[config.mk]
export PLATFORM = sky130hd
export DESIGN_NAME = interleaved_delta_audio_decoder
export DESIGN_NICKNAME = d
export VERILOG_FILES = /design/src/rtl/idad_pkg.sv /design/src/rtl/idad_front.sv /design/src/rtl/idad_queue.sv /design/src/rtl/idad_back.sv /design/src/rtl/interleaved_delta_audio_decoder.sv
export SDC_FILE = /design/constraint.sdc
export NUM_CORES = 1
export LEC_CHECK = 0
export ABC_AREA = 0
export BUFFER_PORTS_ARGS = -buffer_cell sky130_fd_sc_hd__buf_2
export CORE_MARGIN = 2
export CORE_UTILIZATION = 56
export CTS_BUF_LIST = sky130_fd_sc_hd__clkbuf_8
export DETAILED_ROUTE_END_ITERATION = 7
export PLACE_DENSITY = 0.72
export SKIP_CTS_REPAIR_TIMING = 1
export SYNTH_ARGS = -nofsm -noshare
export SYNTH_HDL_FRONTEND = slang
export SYNTH_HIERARCHICAL = 1
export SYNTH_SLANG_ARGS = --single-unit
[constraint.sdc]
create_clock -name i_clk -period 10.3 [get_ports i_clk]
set_clock_uncertainty 0.05 [all_clocks]
set_input_delay 3.09 -clock i_clk [delete_from_list [all_inputs] [get_ports i_clk]]
set_output_delay 3.09 -clock i_clk [all_outputs]
set_load 0.01 [all_outputs]
[src/rtl/idad_pkg.sv]
// Shared types, constants and tables of the interleaved delta audio decoder.
`timescale 1ns / 1ps

package idad_pkg;

    localparam int QF      = 47;
    localparam int Q_DEPTH = 4;
    localparam int Q_AW    = 2;
    localparam int ROM_N   = 128;

    localparam logic MODE_BYTE   = 1'b0;
    localparam logic MODE_NIBBLE = 1'b1;

    localparam logic REG_DECODE_MODE   = 1'b0;
    localparam logic REG_CHANNEL_COUNT = 1'b1;

    localparam logic [3:0] NIB_SKIP = 4'hF;

    typedef logic [15:0] t_rom [0:ROM_N-1];

    typedef struct packed {
        logic        mode;
        logic [2:0]  ch;
        logic [2:0]  cm1;
        logic        nz;
        logic [16:0] d1;
        logic [16:0] d2;
        logic        close;
        logic        fin;
        logic        pad;
        logic [2:0]  pad_start;
    } t_item;

    function automatic logic [63:0] mul_q(input logic [63:0] a, input logic [63:0] b);
        logic [127:0] prod;
        prod = {64'd0, a} * {64'd0, b};
        return prod[QF+63:QF];
    endfunction

    function automatic t_rom build_rom();
        t_rom        rom;
        logic [63:0] num;
        logic [63:0] den;
        logic [63:0] y;
        logic [63:0] term;
        logic [63:0] r;
        logic [63:0] p;
        logic [63:0] rem;
        logic [63:0] q;
        logic [63:0] dv;
        logic [63:0] rnd;
        num = 64'd230258509299404568;
        den = 64'd2812574042515172000;
        y   = 64'd0;
        for (int i = 0; i < QF; i++) begin
            num = num << 1;
            y   = y << 1;
            if (num >= den) begin
                num = num - den;
                y   = y | 64'd1;
            end
        end
        term = 64'd1 << QF;
        r    = term;
        for (int i = 1; i <= 24; i++) begin
            term = mul_q(term, y);
            dv   = 64'(i);
            rem  = 64'd0;
            q    = 64'd0;
            for (int k = 63; k >= 0; k--) begin
                rem = {rem[62:0], term[k]};
                if (rem >= dv) begin
                    rem  = rem - dv;
                    q[k] = 1'b1;
                end
            end
            term = q;
            r    = r + term;
        end
        p = 64'd1 << QF;
        for (int i = 0; i < ROM_N; i++) begin
            p      = mul_q(p, r);
            rnd    = p + (64'd1 << (QF - 1));
            rom[i] = rnd[QF+15:QF];
        end
        return rom;
    endfunction

    localparam t_rom LOG_ROM = build_rom();

    function automatic logic [16:0] nib_step(input logic [3:0] code);
        logic [16:0] s;
        unique case (code)
            4'd0:    s = -17'sd8192;
            4'd1:    s = -17'sd4096;
            4'd2:    s = -17'sd2048;
            4'd3:    s = -17'sd1024;
            4'd4:    s = -17'sd512;
            4'd5:    s = -17'sd256;
            4'd6:    s = -17'sd64;
            4'd7:    s = 17'sd0;
            4'd8:    s = 17'sd64;
            4'd9:    s = 17'sd256;
            4'd10:   s = 17'sd512;
            4'd11:   s = 17'sd1024;
            4'd12:   s = 17'sd2048;
            4'd13:   s = 17'sd4096;
            4'd14:   s = 17'sd8192;
            default: s = 17'sd0;
        endcase
        return s;
    endfunction

    function automatic logic [15:0] sat16(input logic signed [32:0] v);
        logic [15:0] s;
        if (v > 33'sd32767) begin
            s = 16'h7FFF;
        end else if (v < -33'sd32768) begin
            s = 16'h8000;
        end else begin
            s = v[15:0];
        end
        return s;
    endfunction

    function automatic logic [31:0] sat32(input logic signed [32:0] v);
        logic [31:0] s;
        if (v > 33'sd2147483647) begin
            s = 32'h7FFF_FFFF;
        end else if (v < -33'sd2147483648) begin
            s = 32'h8000_0000;
        end else begin
            s = v[31:0];
        end
        return s;
    endfunction

endpackage

[src/rtl/idad_front.sv]
// Front end: accepts code bytes, assigns channels and frame flags, looks up deltas.
`timescale 1ns / 1ps

module idad_front #(
    parameter int NCH = 8
) (
    input  logic                i_clk,
    input  logic                i_rst_n,
    input  logic                i_decode_mode,
    input  logic [3:0]          i_channel_count,
    input  logic                i_s_tvalid,
    output logic                o_s_tready,
    input  logic [7:0]          i_s_tdata,   // code_byte
    input  logic                i_s_tlast,   // stream_end
    output logic                o_push,
    input  logic                i_q_ready,
    output idad_pkg::t_item     o_item
);

    logic [2:0]  r_pos;
    logic [2:0]  n_pos;
    logic [2:0]  w_cm1;
    logic [2:0]  w_ch;
    logic        w_last_ch;
    logic        w_close;
    logic        w_accept;
    logic [6:0]  w_idx;
    logic [15:0] w_rom;
    logic [16:0] w_mag;

    always_comb begin
        if (i_channel_count == 4'd0) begin
            w_cm1 = 3'd0;
        end else if (i_channel_count > 4'(NCH)) begin
            w_cm1 = 3'(NCH - 1);
        end else begin
            w_cm1 = 3'(i_channel_count - 4'd1);
        end
        w_ch      = (r_pos > w_cm1) ? 3'd0 : r_pos;
        w_last_ch = (w_ch == w_cm1);
        w_close   = w_last_ch || i_s_tlast;
        w_accept  = i_s_tvalid && i_q_ready;
        n_pos     = r_pos;
        if (w_accept) begin
            n_pos = w_close ? 3'd0 : w_ch + 3'd1;
        end

        w_idx = i_s_tdata[7] ? ~i_s_tdata[6:0] : i_s_tdata[6:0] - 7'd1;
        w_rom = idad_pkg::LOG_ROM[w_idx];
        w_mag = {1'b0, w_rom};

        o_item.mode      = i_decode_mode;
        o_item.ch        = w_ch;
        o_item.cm1       = w_cm1;
        o_item.nz        = (i_s_tdata != 8'd0);
        o_item.close     = w_close;
        o_item.fin       = i_s_tlast;
        o_item.pad       = i_s_tlast && !w_last_ch;
        o_item.pad_start = w_ch + 3'd1;
        if (i_decode_mode == idad_pkg::MODE_BYTE) begin
            o_item.d1 = i_s_tdata[7] ? 17'(-w_mag) : w_mag;
            o_item.d2 = 17'd0;
        end else begin
            o_item.d1 = idad_pkg::nib_step(i_s_tdata[7:4]);
            o_item.d2 = idad_pkg::nib_step(i_s_tdata[3:0]);
        end
    end

    assign o_s_tready = i_q_ready;
    assign o_push     = i_s_tvalid;

    always_ff @(posedge i_clk) begin
        if (!i_rst_n) begin
            r_pos <= 3'd0;
        end else begin
            r_pos <= n_pos;
        end
    end

endmodule

[src/rtl/idad_queue.sv]
// Short queue of classified items between front end and back end.
`timescale 1ns / 1ps

module idad_queue (
    input  logic            i_clk,
    input  logic            i_rst_n,
    input  logic            i_push,
    output logic            o_ready,
    input  idad_pkg::t_item i_item,
    output logic            o_valid,
    input  logic            i_pop,
    output idad_pkg::t_item o_item
);

    idad_pkg::t_item           r_mem [idad_pkg::Q_DEPTH];
    logic [idad_pkg::Q_AW-1:0] r_wr;
    logic [idad_pkg::Q_AW-1:0] r_rd;
    logic [idad_pkg::Q_AW:0]   r_cnt;
    logic [idad_pkg::Q_AW-1:0] n_wr;
    logic [idad_pkg::Q_AW-1:0] n_rd;
    logic [idad_pkg::Q_AW:0]   n_cnt;
    logic                      w_do_push;
    logic                      w_do_pop;

    always_comb begin
        o_ready   = (r_cnt != (idad_pkg::Q_AW + 1)'(idad_pkg::Q_DEPTH));
        o_valid   = (r_cnt != '0);
        o_item    = r_mem[r_rd];
        w_do_push = i_push && o_ready;
        w_do_pop  = i_pop && o_valid;
        n_wr      = w_do_push ? r_wr + (idad_pkg::Q_AW)'(1) : r_wr;
        n_rd      = w_do_pop ? r_rd + (idad_pkg::Q_AW)'(1) : r_rd;
        n_cnt     = r_cnt;
        if (w_do_push && !w_do_pop) begin
            n_cnt = r_cnt + (idad_pkg::Q_AW + 1)'(1);
        end else if (w_do_pop && !w_do_push) begin
            n_cnt = r_cnt - (idad_pkg::Q_AW + 1)'(1);
        end
    end

    always_ff @(posedge i_clk) begin
        if (w_do_push) begin
            r_mem[r_wr] <= i_item;
        end
    end

    always_ff @(posedge i_clk) begin
        if (!i_rst_n) begin
            r_wr  <= '0;
            r_rd  <= '0;
            r_cnt <= '0;
        end else begin
            r_wr  <= n_wr;
            r_rd  <= n_rd;
            r_cnt <= n_cnt;
        end
    end

endmodule

[src/rtl/idad_back.sv]
// Back end: applies deltas to channel accumulators and emits samples, padding and held rows.
`timescale 1ns / 1ps

module idad_back #(
    parameter int NCH = 8
) (
    input  logic            i_clk,
    input  logic            i_rst_n,
    input  logic            i_item_valid,
    input  idad_pkg::t_item i_item,
    output logic            o_pop,
    output logic            o_m_tvalid,
    input  logic            i_m_tready,
    output logic [23:0]     o_m_tdata,   // sample[15:0], channel[18:16], zeros
    output logic            o_m_tlast    // run_last
);

    localparam int IW = (NCH > 1) ? $clog2(NCH) : 1;

    localparam logic [1:0] S_IDLE = 2'd0;
    localparam logic [1:0] S_EMIT = 2'd1;
    localparam logic [1:0] S_PAD  = 2'd2;
    localparam logic [1:0] S_ROW  = 2'd3;

    logic [31:0] r_acc  [NCH];
    logic [15:0] r_pend [NCH];
    logic [NCH-1:0] r_lvalid;

    logic [1:0]      r_state;
    logic [1:0]      n_state;
    idad_pkg::t_item r_ent;
    idad_pkg::t_item n_ent;
    logic [31:0]     r_a;
    logic [31:0]     n_a;
    logic            r_row;
    logic            n_row;
    logic [2:0]      r_i;
    logic [2:0]      n_i;
    logic            r_out_valid;
    logic            n_out_valid;
    logic [15:0]     r_out_sample;
    logic [2:0]      r_out_chan;
    logic            r_out_last;

    logic            w_out_ok;
    logic            w_emit;
    logic [15:0]     w_sample;
    logic [2:0]      w_chan;
    logic            w_last;
    logic            w_i_end;
    logic [31:0]     w_acc_rd;
    logic [32:0]     w_sum1;
    logic [31:0]     w_a1;
    logic [32:0]     w_sum2;
    logic [31:0]     w_a2;
    logic            w_any;
    logic            w_lo_wr;
    logic            w_acc_any;

    always_comb begin
        w_out_ok = !r_out_valid || i_m_tready;
        w_acc_rd = r_acc[i_item.ch[IW-1:0]];
        w_sum1   = $signed({w_acc_rd[31], w_acc_rd}) + $signed({{16{i_item.d1[16]}}, i_item.d1});
        if (i_item.mode == idad_pkg::MODE_BYTE) begin
            if (i_item.nz) begin
                w_a1 = 32'($signed(idad_pkg::sat16(w_sum1)));
            end else begin
                w_a1 = w_acc_rd;
            end
        end else begin
            w_a1 = idad_pkg::sat32(w_sum1);
        end
        w_sum2 = $signed({r_a[31], r_a}) + $signed({{16{r_ent.d2[16]}}, r_ent.d2});
        w_a2   = idad_pkg::sat32(w_sum2);

        w_any = 1'b0;
        for (int k = 0; k < NCH; k++) begin
            if (r_lvalid[k] && (3'(k) <= i_item.cm1)) begin
                w_any = 1'b1;
            end
        end
        w_acc_any = 1'b0;
        for (int k = 0; k < NCH; k++) begin
            if (r_acc[k] != 32'd0) begin
                w_acc_any = 1'b1;
            end
        end

        o_pop    = 1'b0;
        w_emit   = 1'b0;
        w_sample = 16'd0;
        w_chan   = r_i;
        w_last   = 1'b0;
        w_lo_wr  = 1'b0;
        w_i_end  = (r_i == r_ent.cm1);
        n_state  = r_state;
        n_ent    = r_ent;
        n_a      = r_a;
        n_row    = r_row;
        n_i      = r_i;

        unique case (r_state)
            S_IDLE: begin
                if (i_item_valid) begin
                    o_pop   = 1'b1;
                    n_ent   = i_item;
                    n_a     = w_a1;
                    n_row   = i_item.close && ((i_item.mode == idad_pkg::MODE_NIBBLE) || w_any);
                    n_state = S_EMIT;
                end
            end
            S_EMIT: begin
                w_emit   = w_out_ok;
                w_sample = idad_pkg::sat16({r_a[31], r_a});
                w_chan   = r_ent.ch;
                w_last   = !r_ent.pad && !r_row;
                w_lo_wr  = w_out_ok && (r_ent.mode == idad_pkg::MODE_NIBBLE);
                if (w_out_ok) begin
                    if (r_ent.pad) begin
                        n_i     = r_ent.pad_start;
                        n_state = S_PAD;
                    end else if (r_row) begin
                        n_i     = 3'd0;
                        n_state = S_ROW;
                    end else begin
                        n_state = S_IDLE;
                    end
                end
            end
            S_PAD: begin
                w_emit = w_out_ok;
                w_last = w_i_end && !r_row;
                if (w_out_ok) begin
                    if (!w_i_end) begin
                        n_i = r_i + 3'd1;
                    end else if (r_row) begin
                        n_i     = 3'd0;
                        n_state = S_ROW;
                    end else begin
                        n_state = S_IDLE;
                    end
                end
            end
            S_ROW: begin
                w_emit   = w_out_ok;
                w_sample = r_lvalid[r_i[IW-1:0]] ? r_pend[r_i[IW-1:0]] : 16'd0;
                w_last   = w_i_end;
                if (w_out_ok) begin
                    if (w_i_end) begin
                        n_state = S_IDLE;
                    end else begin
                        n_i = r_i + 3'd1;
                    end
                end
            end
            default: n_state = S_IDLE;
        endcase

        n_out_valid = w_emit ? 1'b1 : (i_m_tready ? 1'b0 : r_out_valid);
    end

    always_ff @(posedge i_clk) begin
        if (!i_rst_n) begin
            for (int k = 0; k < NCH; k++) begin
                r_acc[k] <= 32'd0;
            end
            r_lvalid <= '0;
        end else begin
            if (o_pop) begin
                r_acc[i_item.ch[IW-1:0]] <= w_a1;
            end
            if (w_lo_wr) begin
                r_acc[r_ent.ch[IW-1:0]]  <= w_a2;
                r_lvalid[r_ent.ch[IW-1:0]] <= 1'b1;
            end
            if (w_emit && w_last && r_ent.close) begin
                r_lvalid <= '0;
            end
            if (w_emit && w_last && r_ent.fin) begin
                for (int k = 0; k < NCH; k++) begin
                    r_acc[k] <= 32'd0;
                end
            end
        end
    end

    always_ff @(posedge i_clk) begin
        if (w_lo_wr) begin
            r_pend[r_ent.ch[IW-1:0]] <= idad_pkg::sat16({w_a2[31], w_a2});
        end
    end

    always_ff @(posedge i_clk) begin
        r_ent <= n_ent;
        r_a   <= n_a;
        r_row <= n_row;
        r_i   <= n_i;
        if (w_emit) begin
            r_out_sample <= w_sample;
            r_out_chan   <= w_chan;
            r_out_last   <= w_last;
        end
    end

    always_ff @(posedge i_clk) begin
        if (!i_rst_n) begin
            r_state     <= S_IDLE;
            r_out_valid <= 1'b0;
        end else begin
            r_state     <= n_state;
            r_out_valid <= n_out_valid;
        end
    end

    assign o_m_tvalid = r_out_valid;
    assign o_m_tdata  = {5'd0, r_out_chan, r_out_sample};
    assign o_m_tlast  = r_out_last;

    ap_idx_range: assert property (@(posedge i_clk) disable iff (!i_rst_n)
        ((r_state == S_PAD) || (r_state == S_ROW)) |-> (r_i <= r_ent.cm1))
        else $error("row or pad index beyond channel count");

    ap_last_idle: assert property (@(posedge i_clk) disable iff (!i_rst_n)
        (w_emit && w_last) |=> (r_state == S_IDLE))
        else $error("back end busy after last result of an item");

    ap_end_clear: assert property (@(posedge i_clk) disable iff (!i_rst_n)
        (w_emit && w_last && r_ent.fin) |=> !w_acc_any)
        else $error("accumulators not cleared at stream end");

endmodule

[src/rtl/interleaved_delta_audio_decoder.sv]
// Top level of the interleaved delta audio decoder: config registers, front end, queue, back end.
//
//  channel  | dir | handshake                    | payload
//  ---------+-----+------------------------------+-----------------------------------------
//  s_axis   | in  | s_axis_tvalid/s_axis_tready  | tdata: code_byte[7:0]; tlast: stream_end
//  m_axis   | out | m_axis_tvalid/m_axis_tready  | tdata: sample[15:0], channel[18:16]; tlast: run_last
//  cfg      | in  | i_cfg_we                     | i_cfg_addr, i_cfg_wdata[3:0]
//
//  An item passes the back end's idle and emit states, plus a step per padding or held-row result
//  when it closes a frame; the single result register, loaded once per cycle unless m_axis stalls, sets this pace.
//  A 4-entry queue lets the front end keep taking bytes while the back end drains a frame.
//  Reset is synchronous: it clears accumulators, held flags and position, and sets byte mode and one channel.
//  A stalled m_axis holds the result register and, through the queue, s_axis_tready.
`timescale 1ns / 1ps

module interleaved_delta_audio_decoder #(
    parameter int MAX_CHANNELS = 8
) (
    input  logic        i_clk,
    input  logic        i_rst_n,
    input  logic        s_axis_tvalid,
    output logic        s_axis_tready,
    input  logic [7:0]  s_axis_tdata,   // code_byte[7:0]
    input  logic        s_axis_tlast,   // stream_end
    output logic        m_axis_tvalid,
    input  logic        m_axis_tready,
    output logic [23:0] m_axis_tdata,   // sample[15:0], channel[18:16], zeros[23:19]
    output logic        m_axis_tlast,   // run_last
    input  logic        i_cfg_we,
    input  logic        i_cfg_addr,
    input  logic [3:0]  i_cfg_wdata
);

    localparam int NCH = (MAX_CHANNELS > 8) ? 8 : MAX_CHANNELS;

    logic            r_decode_mode;
    logic [3:0]      r_channel_count;
    logic            w_push;
    logic            w_q_ready;
    logic            w_q_valid;
    logic            w_pop;
    idad_pkg::t_item w_front_item;
    idad_pkg::t_item w_back_item;

    always_ff @(posedge i_clk) begin
        if (!i_rst_n) begin
            r_decode_mode   <= idad_pkg::MODE_BYTE;
            r_channel_count <= 4'd1;
        end else if (i_cfg_we) begin
            unique case (i_cfg_addr)
                idad_pkg::REG_DECODE_MODE:   r_decode_mode   <= i_cfg_wdata[0];
                idad_pkg::REG_CHANNEL_COUNT: r_channel_count <= i_cfg_wdata;
                default: ;
            endcase
        end
    end

    idad_front #(
        .NCH(NCH)
    ) u_front (
        .i_clk           (i_clk),
        .i_rst_n         (i_rst_n),
        .i_decode_mode   (r_decode_mode),
        .i_channel_count (r_channel_count),
        .i_s_tvalid      (s_axis_tvalid),
        .o_s_tready      (s_axis_tready),
        .i_s_tdata       (s_axis_tdata),
        .i_s_tlast       (s_axis_tlast),
        .o_push          (w_push),
        .i_q_ready       (w_q_ready),
        .o_item          (w_front_item)
    );

    idad_queue u_queue (
        .i_clk   (i_clk),
        .i_rst_n (i_rst_n),
        .i_push  (w_push),
        .o_ready (w_q_ready),
        .i_item  (w_front_item),
        .o_valid (w_q_valid),
        .i_pop   (w_pop),
        .o_item  (w_back_item)
    );

    idad_back #(
        .NCH(NCH)
    ) u_back (
        .i_clk        (i_clk),
        .i_rst_n      (i_rst_n),
        .i_item_valid (w_q_valid),
        .i_item       (w_back_item),
        .o_pop        (w_pop),
        .o_m_tvalid   (m_axis_tvalid),
        .i_m_tready   (m_axis_tready),
        .o_m_tdata    (m_axis_tdata),
        .o_m_tlast    (m_axis_tlast)
    );

endmodule
==> key figures <==
Status
  – Status: completed

Clocking
  – # H-tree levels: 3
  – CTS root buffer: clkbuf_8
  – CTS tree: done
  – Max clock buf depth: 3
  – # clock sinks: 693
  – Num CTS Buffers: between 100 and 150
  – Clk slew on worst S/H paths: 60 ps
  – Clk_lat worst skew: 740 ps

Logic synthesis
  – Main synth FF type: edfxtp_1
  – Sequential fraction of the synthesis area: 0.545
  – Post-synth EDFFs: 662
  – Mapped Avg Cell Area: 11.9 µm²
  – Post-Syn Area: 37600 µm²
  – Post-synth top area cell: edfxtp_1
  – Ys async rst share: 0
  – Ranking of synthesized cells by area: edfxtp_1 53%, mux4_2 8.9%, nor2_1 4.0%, ha_1 3.5%, nand2_1 3.2%
  – Most common cell in the netlist: edfxtp_1
  – Top cells by count, synth: 662 x edfxtp_1, 399 x nor2_1, 321 x nand2_1, 160 x a21oi_1, 148 x mux4_2
  – Synth warnings: 6
  – Synth cell types: 114
  – Seq cells post-synth: between 600 and 700
  – Area share of the leading cell type in the synthesized netlist: 0.528
  – Synth Instances: between 3000 and 4000

Floorplan
  – Chip height: 263 µm
  – Starting Density: 0.563
  – Die ar.: between 60000 and 70000 µm²
  – Placeable Area: 66800 µm²
  – I/O pin count: 46
  – FP Rows: 95
  – Die W: about 260 µm

Timing
  – Max-slew violations: 0
  – Final period utilization: 0.815
  – Setup TNS: 0 ps
  – Final hold vios: 0
  – Slew @ Worst Pin: 1200 ps
  – Setup violation total in the final timing report: 0
  – RSZ-0062 raised after global routing: no
  – Slew headroom: 0.189
  – Fmax achieved: 119 MHz
  – Final min period: 8390 ps

Placed design
  – PortBufs: 40
  – HPWL Detailed: 74000 µm
  – Post-DP Area: a little under 40000 µm²
  – GPL Wtd Cong: 0.987

Worst setup path
  – R2R setup slack: 2160 ps
  – Crit path capture type: flop
  – Setup crit start kind: input pin
  – Max FO, Critical Path: 19
  – Critical path arrival: 8780 ps
  – Crit path kind: input pin to flop
  – R2R Path End: u_back/r_acc[4][0]
  – Critical path data required time: between 10000 and 15000 ps
  – Worst-case reg-to-reg path depth: 17

GRT
  – Gr ovfl total: 0
  – Largest net degree at the start of global routing: 63
  – Busiest metal layer after global routing: met2
  – Antenna violations before repair: 2
  – M2 GR Usage: 0.497
  – Met3 usage: 0.0496
  – Grt met1 use: 0.424
  – Tot GR Track Use: 0.310
  – Global-route wire length before repair: 163000 µm
  – Number of global-route vias before repair: 27100

Drt
  – Vias per cell: 6.59
  – Remaining DRCs: 0
  – Initial detailed-routing violation count: 2948
  – Antenna-violating nets left: 0
  – Via count: 27200
  – First drt pass iteration count: 8
  – WL per Instance: about 26 µm
  – DRT Wirelength: 108000 µm

Finish
  – Final nets: 3293
  – Fillers: about 5300
  – Share of layout cells above drive strength 1: 0.151
  – Fin area: just over 40000 µm²
  – P&R area growth vs syn: 8.29%
  – Fin util: 0.610

Worst hold path
  – Hold endpoint: r_channel_count[1]
  – Min-Delay Path Class: flop to flop
  – Hold Path Origin: r_channel_count[1]
  – Hold depth: 2

Flow run
  – MaxCap Viol Count: 0
[metrics by stage]
step	std cells	setup slack, ps	hold WS [ps]
after floorplan	3168	2200	389
after global placement	3928	1400	400
after detailed placement	3928	1270	406
after CTS	4129	2040	414
after global routing	4130	1530	450
final	4131	1910	413
[critical path: stages]
cell and delay [ps]:
buf_2 310, inv_1 180, ha_1 450, nor2b_1 220, a21oi_1 750, clkinv_1 680
ha_1 620, nor2_1 270, nand2_1 130, a21oi_1 220, a211oi_1 70, or4_4 590
inv_1 90, ha_1 210, and3_1 270, a2111oi_0 130, a211oi_1 480
[worst max-delay path by stage]
stage                          from              endpoint  slack, ps  cells past startpoint
CTS                 s_axis_tdata[1]  u_queue/r_mem[3][35]       2040                     16
global route        s_axis_tdata[1]  u_queue/r_mem[2][31]       1530                     17
global placement    s_axis_tdata[1]  u_queue/r_mem[2][35]       1400                     16
detailed placement  s_axis_tdata[1]  u_queue/r_mem[0][35]       1270                     16
finish              s_axis_tdata[1]  u_queue/r_mem[0][29]       1910                     17
floorplan           s_axis_tdata[0]  u_queue/r_mem[0][31]       2200                     20
[cell families after synthesis]
| family | count (synthesis) | share of synthesized area |
|---|---|---|
| AO/OA/AOI/OAI | 690 | 0.127 |
| other | 2 | 0.000200 |
| adder cells (fa/ha/maj) | 129 | 0.0421 |
| buffers and inverters | 291 | 0.0339 |
| flip-flops | 693 | 0.545 |
| AND/OR/NAND/NOR | 1088 | 0.134 |
| XOR/XNOR | 63 | 0.0147 |
| multiplexers | 203 | 0.103 |
[cell type report]
type | instances | area, µm² | share of cell area
diodes | 2 | 5.00 | 0.000123
well taps | 873 | 1090 | 0.0268
multi-input cells | 2184 | 15900 | 0.391
clock inverters | 80 | 522 | 0.0128
inverters | 71 | 267 | 0.00654
repair buffers | 107 | 753 | 0.0185
clock buffers | 121 | 1670 | 0.0409
flip-flops and latches | 693 | 20500 | 0.503
[cells in the final DEF, fill, tap and decap left out, types with 23 or more instances in the layout]
| cell | netlist | final |
|---|---|---|
| nand2_1 | 321 | 321 |
| clkbuf_8 | 0 | 121 |
| nand4_1 | 43 | 43 |
| inv_1 | 67 | 91 |
| xor2_1 | 24 | 23 |
| a21o_1 | 36 | 36 |
| a211oi_1 | 25 | 25 |
| o21a_1 | 31 | 31 |
| a31oi_1 | 25 | 24 |
| buf_2 | 34 | 40 |
| clkinv_1 | 3 | 26 |
| and2_1 | 31 | 25 |
| a21oi_1 | 160 | 160 |
| mux2i_1 | 47 | 47 |
| ha_1 | 105 | 105 |
| nor3_1 | 69 | 67 |
| nor2b_1 | 28 | 28 |
| edfxtp_1 | 662 | 662 |
| nand3_1 | 57 | 57 |
| nor2_1 | 399 | 397 |
| buf_4 | 23 | 63 |
| xnor2_1 | 39 | 38 |
| mux4_2 | 148 | 147 |
| dfxtp_1 | 31 | 28 |
| o22ai_1 | 30 | 30 |
| o21ai_0 | 136 | 136 |
[flip-flops by register name (all words and copies together), names as in the netlist, named ones only]
register	cells
u_queue/r_cnt	3
u_back/r_lvalid	8
u_back/r_row	1
u_back/r_out_sample	16
u_back/r_a	32
u_back/r_acc	256
r_decode_mode	1
r_channel_count	4
u_back/r_state	2
u_back/o_m_tlast	1
u_back/o_m_tvalid	1
u_back/r_pend	128
u_front/r_pos	3
u_back/r_ent	30
u_back/r_i	3
u_queue/r_rd	2
u_back/r_out_chan	3
u_queue/r_mem	192
u_queue/r_wr	2
[layer usage]
metal  routed length, µm  vias up
met2               50900     1249
li1                    -    12100
met1               44100    13600
met5                  12        -
met4                4490        2
met3                7980      268
Power is left out: the tool's default activity adds up to more than one toggle a clock period on the data nets, which glitch-free logic cannot reach.
